[src/design/slo_pkg.sv]
// Package for the sight-line occlusion step: item types, codes and widths.
`default_nettype none
package slo_pkg;

	// Item codes
	localparam logic FUNC_START = 1'b0;
	localparam logic FUNC_LINE  = 1'b1;

	// Shared divider widths
	localparam int DVD_W  = 52;
	localparam int DVS_W  = 36;
	localparam int QUOT_W = 32;
	localparam int CNT_W  = 6;

	// Crossing window on the intersection fraction
	localparam logic [31:0] FRAC_LOW  = 32'd4;
	localparam logic [31:0] FRAC_UNIT = 32'h0001_0000;

	typedef struct packed {
		logic               func;
		logic signed [31:0] x1;
		logic signed [31:0] y1;
		logic signed [31:0] x2;
		logic signed [31:0] y2;
		logic               two_sided;
		logic signed [31:0] front_floor;
		logic signed [31:0] front_ceiling;
		logic signed [31:0] back_floor;
		logic signed [31:0] back_ceiling;
	} in_t;

	typedef struct packed {
		logic visible;
		logic crossed;
	} out_t;

	typedef enum logic [12:0] {
		S_IDLE      = 13'b0000000000001,
		S_START     = 13'b0000000000010,
		S_MUL       = 13'b0000000000100,
		S_SUMS      = 13'b0000000001000,
		S_TOT       = 13'b0000000010000,
		S_FRAC_GO   = 13'b0000000100000,
		S_FRAC_WAIT = 13'b0000001000000,
		S_DECIDE    = 13'b0000010000000,
		S_SL_GO     = 13'b0000100000000,
		S_SL_WAIT   = 13'b0001000000000,
		S_SL_UPD    = 13'b0010000000000,
		S_FINAL     = 13'b0100000000000,
		S_DONE      = 13'b1000000000000
	} state_t;

	// Divider command
	typedef struct packed {
		logic             start;
		logic [DVD_W-1:0] dividend;
		logic [DVS_W-1:0] divisor;
	} div_req_t;

	typedef struct packed {
		logic              done;
		logic [QUOT_W-1:0] quot;
	} div_rsp_t;

endpackage
`default_nettype wire

[src/design/sight_line_occlusion_step.sv]
// A start item goes through S_START to its result; a line item goes straight to S_DONE when sight is
// already blocked, else through the multiplier steps, adding the fraction divide and up to two
// slope divides when it crosses. One item at a time; the shared 17x17 multiplier and
// the 32-step restoring divider are used in turn.
// Reset clears query state to zero and empties the output register.
`default_nettype none
module sight_line_occlusion_step
	import slo_pkg::*;
(
	input  wire logic clk,
	input  wire logic arst_n,
	input  wire logic in_valid,
	output logic      in_ready,
	input  wire in_t  in_item,
	output logic      out_valid,
	input  wire logic out_ready,
	output out_t      out_item
);

	state_t state_q;
	in_t    item_q;

	logic signed [15:0] sx_q, sy_q, ex_q, ey_q;
	logic signed [31:0] eye_z_q, top_q, bot_q;
	logic               blocked_q, crossed_q;
	logic [2:0]         k_q;
	logic signed [33:0] prod_q [8];
	logic               s1_q, s2_q;
	logic signed [34:0] d1_q, d2_q;
	logic signed [35:0] tot_q;
	logic signed [31:0] lo_ceil_q, hi_floor_q;
	logic [14:0]        frac4_q;
	logic               sel_top_q, sl_neg_q;
	logic               out_valid_q;
	out_t               out_q;

	div_req_t div_req;
	div_rsp_t div_rsp;

	slo_div u_div (
		.clk    (clk),
		.arst_n (arst_n),
		.req    (div_req),
		.rsp    (div_rsp)
	);

	// Whole-unit line vertices and sight deltas
	logic signed [16:0] lx1, ly1, lx2, ly2, sdx, sdy, nx, ny;
	assign lx1 = 17'($signed(item_q.x1[31:16]));
	assign ly1 = 17'($signed(item_q.y1[31:16]));
	assign lx2 = 17'($signed(item_q.x2[31:16]));
	assign ly2 = 17'($signed(item_q.y2[31:16]));
	assign sdx = 17'(ex_q) - 17'(sx_q);
	assign sdy = 17'(ey_q) - 17'(sy_q);
	assign nx  = ly1 - ly2;
	assign ny  = lx2 - lx1;

	// Select the operands of the shared multiplier
	logic signed [16:0] ma, mb;
	logic signed [33:0] mprod;
	always_comb begin
		case (k_q)
			3'd0: begin ma = ly1 - 17'(sy_q); mb = sdx; end
			3'd1: begin ma = lx1 - 17'(sx_q); mb = sdy; end
			3'd2: begin ma = ly2 - 17'(sy_q); mb = sdx; end
			3'd3: begin ma = lx2 - 17'(sx_q); mb = sdy; end
			3'd4: begin ma = lx1 - 17'(sx_q); mb = nx; end
			3'd5: begin ma = ly1 - 17'(sy_q); mb = ny; end
			3'd6: begin ma = lx1 - 17'(ex_q); mb = nx; end
			default: begin ma = ly1 - 17'(ey_q); mb = ny; end
		endcase
	end
	assign mprod = ma * mb;

	// Magnitudes and saturation test for the fraction
	logic [34:0] abs_d1;
	logic [35:0] abs_tot;
	logic        sat;
	assign abs_d1  = d1_q[34] ? 35'(-d1_q) : 35'(d1_q);
	assign abs_tot = tot_q[35] ? 36'(-tot_q) : 36'(tot_q);
	assign sat     = {15'd0, abs_d1[34:14]} >= abs_tot;

	// Slope dividend
	logic signed [31:0] dz, sh;
	logic [31:0]        abs_sh;
	assign dz     = sel_top_q ? (lo_ceil_q - eye_z_q) : (hi_floor_q - eye_z_q);
	assign sh     = {dz[25:0], 6'd0};
	assign abs_sh = sh[31] ? 32'(-sh) : 32'(sh);

	// Slope result
	logic [31:0]        q_sgn;
	logic signed [31:0] slope;
	assign q_sgn = sl_neg_q ? 32'(-div_rsp.quot) : div_rsp.quot;
	assign slope = {q_sgn[23:0], 8'd0};

	// Fraction window
	logic frac_ok;
	assign frac_ok = (d1_q[34] == tot_q[35]) && (div_rsp.quot >= FRAC_LOW)
		&& (div_rsp.quot <= FRAC_UNIT);

	// Drive the divider
	always_comb begin
		div_req.start    = 1'b0;
		div_req.dividend = {1'b0, abs_d1, 16'd0};
		div_req.divisor  = abs_tot;
		if (state_q == S_FRAC_GO) begin
			div_req.start = (tot_q != '0) && !sat;
		end else if (state_q == S_SL_GO) begin
			div_req.start    = 1'b1;
			div_req.dividend = DVD_W'(abs_sh);
			div_req.divisor  = DVS_W'(frac4_q);
		end
	end

	logic in_acc, out_load;
	assign in_ready = (state_q == S_IDLE);
	assign in_acc   = in_valid && in_ready;
	assign out_load = (state_q == S_DONE) && (!out_valid_q || out_ready);

	// Sequencer and query state
	always_ff @(posedge clk or negedge arst_n) begin
		if (!arst_n) begin
			state_q   <= S_IDLE;
			sx_q      <= '0;
			sy_q      <= '0;
			ex_q      <= '0;
			ey_q      <= '0;
			eye_z_q   <= '0;
			top_q     <= '0;
			bot_q     <= '0;
			blocked_q <= 1'b0;
			crossed_q <= 1'b0;
			k_q       <= '0;
			sel_top_q <= 1'b0;
		end else begin
			case (state_q)
				S_IDLE: begin
					if (in_acc) begin
						crossed_q <= 1'b0;
						k_q       <= '0;
						if (in_item.func == FUNC_START) begin
							sx_q      <= {in_item.x1[31:17], 1'b1};
							sy_q      <= {in_item.y1[31:17], 1'b1};
							ex_q      <= {in_item.x2[31:17], 1'b1};
							ey_q      <= {in_item.y2[31:17], 1'b1};
							eye_z_q   <= in_item.front_floor + in_item.front_ceiling
								- (in_item.front_ceiling >>> 2);
							blocked_q <= 1'b0;
							state_q   <= S_START;
						end else if (blocked_q) begin
							state_q <= S_DONE;
						end else begin
							state_q <= S_MUL;
						end
					end
				end
				S_START: begin
					top_q   <= item_q.back_floor + item_q.back_ceiling - eye_z_q;
					bot_q   <= item_q.back_floor - eye_z_q;
					state_q <= S_DONE;
				end
				S_MUL: begin
					k_q <= k_q + 1'b1;
					if (k_q == 3'd7) state_q <= S_SUMS;
				end
				S_SUMS: state_q <= S_TOT;
				S_TOT: begin
					if (s1_q == s2_q) state_q <= S_DONE;
					else state_q <= S_FRAC_GO;
				end
				S_FRAC_GO: begin
					if (div_req.start) state_q <= S_FRAC_WAIT;
					else state_q <= S_DONE;
				end
				S_FRAC_WAIT: begin
					if (div_rsp.done) state_q <= S_DECIDE;
				end
				S_DECIDE: begin
					if (!frac_ok) begin
						state_q <= S_DONE;
					end else begin
						crossed_q <= 1'b1;
						if (!item_q.two_sided) begin
							blocked_q <= 1'b1;
							state_q   <= S_DONE;
						end else if (item_q.front_floor == item_q.back_floor
							&& item_q.front_ceiling == item_q.back_ceiling) begin
							state_q <= S_DONE;
						end else if (lo_ceil_q <= hi_floor_q) begin
							blocked_q <= 1'b1;
							state_q   <= S_DONE;
						end else begin
							sel_top_q <= (item_q.front_floor == item_q.back_floor);
							state_q   <= S_SL_GO;
						end
					end
				end
				S_SL_GO: state_q <= S_SL_WAIT;
				S_SL_WAIT: begin
					if (div_rsp.done) state_q <= S_SL_UPD;
				end
				S_SL_UPD: begin
					if (sel_top_q) begin
						if (slope < top_q) top_q <= slope;
						state_q <= S_FINAL;
					end else begin
						if (slope > bot_q) bot_q <= slope;
						if (item_q.front_ceiling != item_q.back_ceiling) begin
							sel_top_q <= 1'b1;
							state_q   <= S_SL_GO;
						end else begin
							state_q <= S_FINAL;
						end
					end
				end
				S_FINAL: begin
					if (top_q <= bot_q) blocked_q <= 1'b1;
					state_q <= S_DONE;
				end
				S_DONE: begin
					if (out_load) state_q <= S_IDLE;
				end
				default: state_q <= S_IDLE;
			endcase
		end
	end

	// Datapath registers
	always_ff @(posedge clk) begin
		if (in_acc) item_q <= in_item;
		if (state_q == S_MUL) prod_q[k_q] <= mprod;
		if (state_q == S_SUMS) begin
			s1_q       <= prod_q[0] > prod_q[1];
			s2_q       <= prod_q[2] > prod_q[3];
			d1_q       <= 35'(prod_q[4]) + 35'(prod_q[5]);
			d2_q       <= 35'(prod_q[6]) + 35'(prod_q[7]);
			lo_ceil_q  <= (item_q.front_ceiling < item_q.back_ceiling)
				? item_q.front_ceiling : item_q.back_ceiling;
			hi_floor_q <= (item_q.front_floor > item_q.back_floor)
				? item_q.front_floor : item_q.back_floor;
		end
		if (state_q == S_TOT) tot_q <= 36'(d1_q) - 36'(d2_q);
		if (state_q == S_DECIDE) frac4_q <= div_rsp.quot[16:2];
		if (state_q == S_SL_GO) sl_neg_q <= sh[31];
	end

	// Output register: hold the result until taken
	always_ff @(posedge clk or negedge arst_n) begin
		if (!arst_n) begin
			out_valid_q <= 1'b0;
		end else if (out_load) begin
			out_valid_q <= 1'b1;
		end else if (out_ready) begin
			out_valid_q <= 1'b0;
		end
	end

	always_ff @(posedge clk) begin
		if (out_load) begin
			out_q.visible <= !blocked_q;
			out_q.crossed <= crossed_q;
		end
	end

	assign out_valid = out_valid_q;
	assign out_item  = out_q;

endmodule
`default_nettype wire

[src/design/slo_div.sv]
// Restoring unsigned divider, one quotient bit per cycle.
`default_nettype none
module slo_div
	import slo_pkg::*;
(
	input  wire logic     clk,
	input  wire logic     arst_n,
	input  wire div_req_t req,
	output div_rsp_t      rsp
);

	logic [DVS_W-1:0]  rem_q;
	logic [DVS_W-1:0]  dvs_q;
	logic [QUOT_W-1:0] dvd_q;
	logic [QUOT_W-1:0] quot_q;
	logic [CNT_W-1:0]  cnt_q;
	logic              busy_q;
	logic              done_q;
	logic [DVS_W:0]    shifted;
	logic [DVS_W:0]    trial;

	// Bring down the next dividend bit and trial-subtract
	assign shifted = {rem_q, dvd_q[QUOT_W-1]};
	assign trial   = shifted - {1'b0, dvs_q};

	// Control: count the iterations, pulse done at the end
	always_ff @(posedge clk or negedge arst_n) begin
		if (!arst_n) begin
			busy_q <= 1'b0;
			done_q <= 1'b0;
			cnt_q  <= '0;
		end else begin
			done_q <= 1'b0;
			if (req.start) begin
				busy_q <= 1'b1;
				cnt_q  <= '0;
			end else if (busy_q) begin
				cnt_q <= cnt_q + 1'b1;
				if (cnt_q == CNT_W'(QUOT_W - 1)) begin
					busy_q <= 1'b0;
					done_q <= 1'b1;
				end
			end
		end
	end

	// Datapath: upper dividend bits seed the remainder
	always_ff @(posedge clk) begin
		if (req.start) begin
			rem_q  <= DVS_W'(req.dividend[DVD_W-1:QUOT_W]);
			dvd_q  <= req.dividend[QUOT_W-1:0];
			dvs_q  <= req.divisor;
			quot_q <= '0;
		end else if (busy_q) begin
			dvd_q <= {dvd_q[QUOT_W-2:0], 1'b0};
			if (!trial[DVS_W]) begin
				rem_q  <= trial[DVS_W-1:0];
				quot_q <= {quot_q[QUOT_W-2:0], 1'b1};
			end else begin
				rem_q  <= shifted[DVS_W-1:0];
				quot_q <= {quot_q[QUOT_W-2:0], 1'b0};
			end
		end
	end

	assign rsp.done = done_q;
	assign rsp.quot = quot_q;

endmodule
`default_nettype wire

[config.mk]
export PLATFORM = sky130hd
export DESIGN_NAME = sight_line_occlusion_step
export DESIGN_NICKNAME = d
export VERILOG_FILES = /design/src/design/slo_pkg.sv /design/src/design/sight_line_occlusion_step.sv /design/src/design/slo_div.sv
export SDC_FILE = /design/constraint.sdc
export NUM_CORES = 2
export LEC_CHECK = 0
export ABC_AREA = 1
export BUFFER_PORTS_ARGS = -buffer_cell sky130_fd_sc_hd__buf_2
export CAP_MARGIN = 5
export CORE_ASPECT_RATIO = 1.75
export CORE_MARGIN = 2
export CORE_UTILIZATION = 30
export DETAILED_ROUTE_END_ITERATION = 12
export MAX_ROUTING_LAYER = met4
export SYNTH_ARGS = -nofsm -noshare
export SYNTH_HDL_FRONTEND = slang
export SYNTH_SLANG_ARGS = --single-unit
export TNS_END_PERCENT = 30
[constraint.sdc]
create_clock -name clk -period 8.56 [get_ports clk]
set_clock_uncertainty 0.1 [all_clocks]
set_input_delay 1.712 -clock clk [delete_from_list [all_inputs] [get_ports clk]]
set_output_delay 1.712 -clock clk [all_outputs]
set_load 0.05 [all_outputs]
-- After elaboration in Yosys (flattened, before gate mapping)
Memory sizes are Yosys's and may differ from the RTL's.
Cells that the tools add are included.
- register bits: 771
- bits in writable memories: 272
- input port bits: 262
- memories kept: 1
- memories (name ; words ; width ; rd ports ; clocked after memory_dff ; write ports ; line ; RTL):
    prod_q ; 8 ; 34 ; 8 ; 0 ; 1 ; sight_line_occlusion_step.sv:27 ; logic signed [33:0] prod_q [8];
- $add $sub $neg: 27
- multipliers: 1
- order comparisons: 11
- equal/unequal tests: 43
- mux-type cells: 72
- bitwise gates (word level): 1
- reduce and logical (&&, ||, !) cells: 33
- operators with widths (cell ; number):
    32-bit 2-to-1 mux ; 9
    16-bit by 16-bit subtractor with 17-bit output ; 10
    13-bit 2-to-1 mux ; 13
    13-bit case mux with 12 select lines ; 1
    32-bit case mux with 2 select lines ; 2
    89-bit 2-to-1 mux ; 1
    88-bit 2-to-1 mux ; 1
    17-bit case mux with 5 select lines ; 1
    36-bit 2-to-1 mux ; 2
    34-bit by 34-bit adder with 35-bit output ; 2
    34-bit greater-than comparator ; 2
    32-bit adder ; 2
    32-bit equality test ; 2
    32-bit greater-than comparator ; 2
    32-bit less-or-equal comparator ; 2
    32-bit less-than comparator ; 2
    32-bit subtractor ; 2
    26-bit subtractor ; 2
    17-bit case mux with 3 select lines ; 1
    20-bit 2-to-1 mux ; 2
    37-bit by 36-bit subtractor with 37-bit output ; 1
    21-bit by 36-bit greater-or-equal comparator with 1-bit output ; 1
    36-bit negator ; 1
    36-bit nonzero test ; 1
    other kinds (54) ; 123

-- Depth between registers and ports, before layout
- depth in word-level cells: 8
- mapped depth: 46

-- Cells and area by module
From an unflattened synthesis, not the netlist that was laid out.
- cell total of the unflattened synthesis: 9950
- area total of the unflattened synthesis: 80496.0 um2
- by module, submodules not included (module ; times used ; cells each ; area each (um2) ; sequential area each (um2)):
    sight_line_occlusion_step ; 1 ; 8813 ; 72020.3 ; 24099.4
    slo_div ; 1 ; 1137 ; 8475.6 ; 3803.6

-- Least setup slack after synthesis
OpenSTA, ideal clock, no wires.
- path kind: register to register
- start: register k_q[0]
- end: memory prod_q[0][31] (data pin)
- library setup time: 0.223 ns
- arrival: 8.213 ns
- required time: 8.237 ns
- slack: 0.024 ns
- cell stages (with the launch flop): 40
- buffers on the path: 2
- path through: dfrtp_1 inv_1 ha_1 nand2_1 clkbuf_1 nand2_1 o21ai_0 ha_1 nand2_1 a21oi_1 nor3b_1 nand3_1 nand2_1 nand2_1 a21boi_0 nor2_1 o21a_1 nor2_1 [... 4 more ...] inv_1 fa_1 inv_1 fa_1 fa_1 fa_1 inv_1 fa_1 inv_1 ha_1 nand2_1 nor4_1 nand3_1 nand3_1 nand3_1 nand2_1 a31oi_1 xor2_1
- word-level cells in the longest chain between the ends: 4
- elaborated cells on any way between the ends: 15
- classes of those cells: 1 x mul; 6 x eq/ne; 2 x mux; 6 x reduce/logical
- ends and longest elaborated chain (item ; line ; RTL):
    from (decl) ; sight_line_occlusion_step.sv:26 ; logic [2:0] k_q;
    from (signal assigned) ; sight_line_occlusion_step.sv:163 ; k_q <= k_q + 1'b1;
    3-bit equality test (tied with other cells) ; sight_line_occlusion_step.sv:62 ; case (k_q)
    2-bit OR reduction (no line) ; -- ;
    17-bit case mux with 5 select lines / 17-bit case mux with 3 select lines (equally long branches) ; sight_line_occlusion_step.sv:62 ;
    17-bit by 17-bit multiplier with 34-bit output * ; sight_line_occlusion_step.sv:73 ; assign mprod = ma * mb;
    via mprod[31] ; sight_line_occlusion_step.sv:60 ; logic signed [33:0] mprod;
    to (decl) ; sight_line_occlusion_step.sv:27 ;
Mark *: on every way through the listed nets, which the timed path passes. The rest lies on a longest branch.

-- Final worst setup path
- start: register k_q[0]
- end: memory prod_q[0][33] (data pin)
Same word-level chain as after synthesis.

==> impl_results.md <==
- Crit Path Class: reg2reg
- TritonCTS Sinks: between 900 and 1,000
- Hpwl dp: roughly 240,000 um
- Buf+Inv Stages, Crit Path: 8
- Sequential area share after synthesis: approximately a third
- Area of the multi-input gates: 46,300 sq um
- Core Rows: between 200 and 250
- Syn Nets: ~11,000
- Die area: between 200,000 and 300,000 sq um
- Total GRT Usage: 21.7%
- Yosys reg bits: 970
- Min Clock Period, post-route: 8550 ps
- Synth Warn #: 0
- CTS tree: built
- Setup Viol. Count Final: 0
- Root buf cell: clkbuf_16
- Final hold slack: 366 ps
- Antenna Nets Post-Route: 0
- Synthesized cell area: a little under 80,000 sq um
- Status: finished clean
- Fin. Hold Viols: 0
- Clk buf depth: 3
- Global-route wire length before repair: about 420,000 um
- DR pass1 iterations: 6
- Final routed DRC violation total: 0
- Cts bufs inserted: a little under 100
- Vias per cell: between 4 and 5
- Remaining global-route overflow: 0
- Synth cell types: 73
- Largest delay contributor family on the critical path: adder cells
- Starting density of the core: a little under a third
- Max frequency: 117 MHz
- Critical Path AT: between 8000 and 9000 ps
- Layout Cells excl Fill: 14,100
- CTS HTree Levels: 3
- I/O pin cnt: between 200 and 300
- Largest net degree at the start of global routing: about 110
- CP Capture Type: flop
- Die Y: slightly below 700 um
- CP max FO: 8
- Synth Flop Type: edfxtp_1
- Most used cell, CP: fa_1
- Syn-to-layout area delta: 21.0%
- Vias: a little under 70,000
- Routability Congestion: slightly above 1
- Reg clk slew, reported paths: 60 ps
- Worst relative slew slack: between 10% and 20%
- Crit-path max cell delay: just under 600 ps
- Mean Syn Cell Area: roughly 8.2 sq um
- Fillers: around 27,000
- Vias in the first global route: around 70,000
- Worst Path Required: roughly 9000 ps
- Clock Latency Late Sink: 740 ps
- FFs w/ async S/R, synth: between 10% and 20%
- Initial antenna violation count: 14
- Placed insts: 13,900
- Worst-Margin Slew: roughly 1300 ps
- CP Launch Type: flop
- Drt wl/cell: a little over 20 um
- Slew Limit Fails: 0
- Port bufs: roughly 200
- Crit path max-delay cell type: fa_1
- Sequential cell area: 27,700 sq um
- Die width: 392 um
- Core area: between 200,000 and 300,000 sq um
- # hold bufs at CTS: 0
- Iter 0 DRT Violations: approximately 3,800
- Synth Instances: 9,674
- Nets: 11,900
- RSZ-0062 raised after global routing: yes
- WL final: roughly 290,000 um
- Worst min path class: reg2reg
- Layout cells sized above 1: between 10% and 20%
- Period utilization: approximately 100%
- Max-Cap Viols: 0
- Post-synth EDFFs: 737
-- cells in the mapped netlist (22+ instances only) --
| cell | count | share of area [%] |
|---|---|---|
| or2_2 | 46 | 0.36 |
| clkbuf_1 | 75 | 0.36 |
| o21a_1 | 35 | 0.33 |
| nand4_1 | 128 | 1.0 |
| a21o_1 | 41 | 0.39 |
| ha_1 | 746 | 12 |
| inv_1 | 1732 | 8.2 |
| nand3_1 | 437 | 2.8 |
| nand2_2 | 22 | 0.17 |
| xor2_1 | 183 | 2.0 |
| nand2_1 | 2047 | 9.7 |
| a31oi_1 | 49 | 0.39 |
| o21bai_1 | 33 | 0.31 |
| o211ai_1 | 27 | 0.26 |
| edfxtp_1 | 737 | 28 |
| o21ai_0 | 594 | 3.8 |
| o21ai_1 | 24 | 0.15 |
| nor4_1 | 38 | 0.30 |
| dfxtp_1 | 48 | 1.2 |
| dfrtp_1 | 184 | 5.8 |
| nor3_1 | 124 | 0.79 |
| xnor2_1 | 99 | 1.1 |
| buf_2 | 54 | 0.34 |
| a21oi_1 | 677 | 4.3 |
| fa_1 | 371 | 9.4 |
| nor2_1 | 854 | 4.1 |
-- area by class of cell --
type | count | area share, %
multi-input combinational | 6795 | 48.4
sequential | 970 | 29.0
timing repair buffer | 916 | 7.44
inverter | 1757 | 6.93
tap | 3514 | 4.60
clock buffer | 121 | 2.82
clock inverter | 66 | 0.819
antenna | 10 | 0.0262
-- cells by family after synthesis --
| logic type | synth area share [%] |
|---|---|
| simple gates | 20.1 |
| flops | 35.1 |
| compound gates | 11.3 |
| xor+xnor | 3.12 |
| fa+ha+maj | 21.2 |
| buf+inv | 9.24 |
-- layout by cell type (no fill, tap or decap), drive strengths merged, types with 27 or more instances in the layout --
cell type / count
clkinv: 37
a21o: 41
o21bai: 33
buf: 914
o211ai: 27
o21a: 35
a31oi: 49
nor2: 882
clkbuf: 123
a21oi: 678
nand3: 443
edfxtp: 737
xnor2: 99
nor4: 39
fa: 371
nand4: 133
dfxtp: 48
nor3: 128
ha: 746
inv: 1761
nand2: 2070
or2: 51
o21ai: 623
dfrtp: 184
xor2: 183
-- repair_timing --
item	4_1_cts	5_1_grt
buffers inserted	39	41
pin swaps	85	173
gates resized for setup	233	367
gates cloned	4	2
endpoints found under the setup margin	168	170
-- path summary, 6_finish.rpt --
| path | slack [ps] | from | endpoint | cells after the start |
|---|---|---|---|---|
| max | 10 | k_q[0]$_DFFE_PN0P_ | prod_q[0][33]$_DFFE_PP_ | 38 |
| min | 370 | u_div.rem_q[20]$_SDFFE_PP0P_ | u_div.rem_q[20]$_SDFFE_PP0P_ | 2 |
| max reg2reg | 10 | k_q[0]$_DFFE_PN0P_ | prod_q[0][33]$_DFFE_PP_ | 38 |
| min reg2reg | 370 | u_div.rem_q[20]$_SDFFE_PP0P_ | u_div.rem_q[20]$_SDFFE_PP0P_ | 2 |
| max in group asynchronous | 6240 | arst_n | u_div.busy_q$_DFF_PN0_ | 2 |
| min in group asynchronous | 850 | arst_n | sy_q[12]$_DFFE_PN0P_ | 1 |
-- through the flow --
step	TNS, ps	utilization, %	area [sq um]	worst slack, ps
floorplan	0	-	79000	24.3
global placement	-63830	33.9	89000	-826
detailed placement	-76440	33.9	89000	-905
CTS	-731	35.8	94000	-39.5
global route	-11630	36.5	95600	-258
finish	0	36.5	95600	12.3
-- layer usage --
| layer | track usage, % | wire length (um) |
|---|---|---|
| met5 | - | 0 |
| met4 | 19.0 | 31400 |
| met3 | 2.44 | 10300 |
| met1 | 19.8 | 95800 |
| met2 | 39.8 | 148000 |
-- sequential cells by signal (all words and copies together), names as in the netlist, 35 cells and up --
signal and cells:
d1_q 35, d2_q 35, item_q 193, prod_q 272, tot_q 36, u_div.dvs_q 36, u_div.rem_q 36
-- worst reg2reg max path: cells and delay by family, from the launching register on --
kind            cells  cell delay (ps)
xor+xnor            2              460
simple gates       11             1340
flops               1              400
compound gates      8             1410
buf+inv             8              840
fa+ha+maj           9             3730
Power is left out: the tool's default activity adds up to more than one toggle a clock period on the data nets, which glitch-free logic cannot reach.
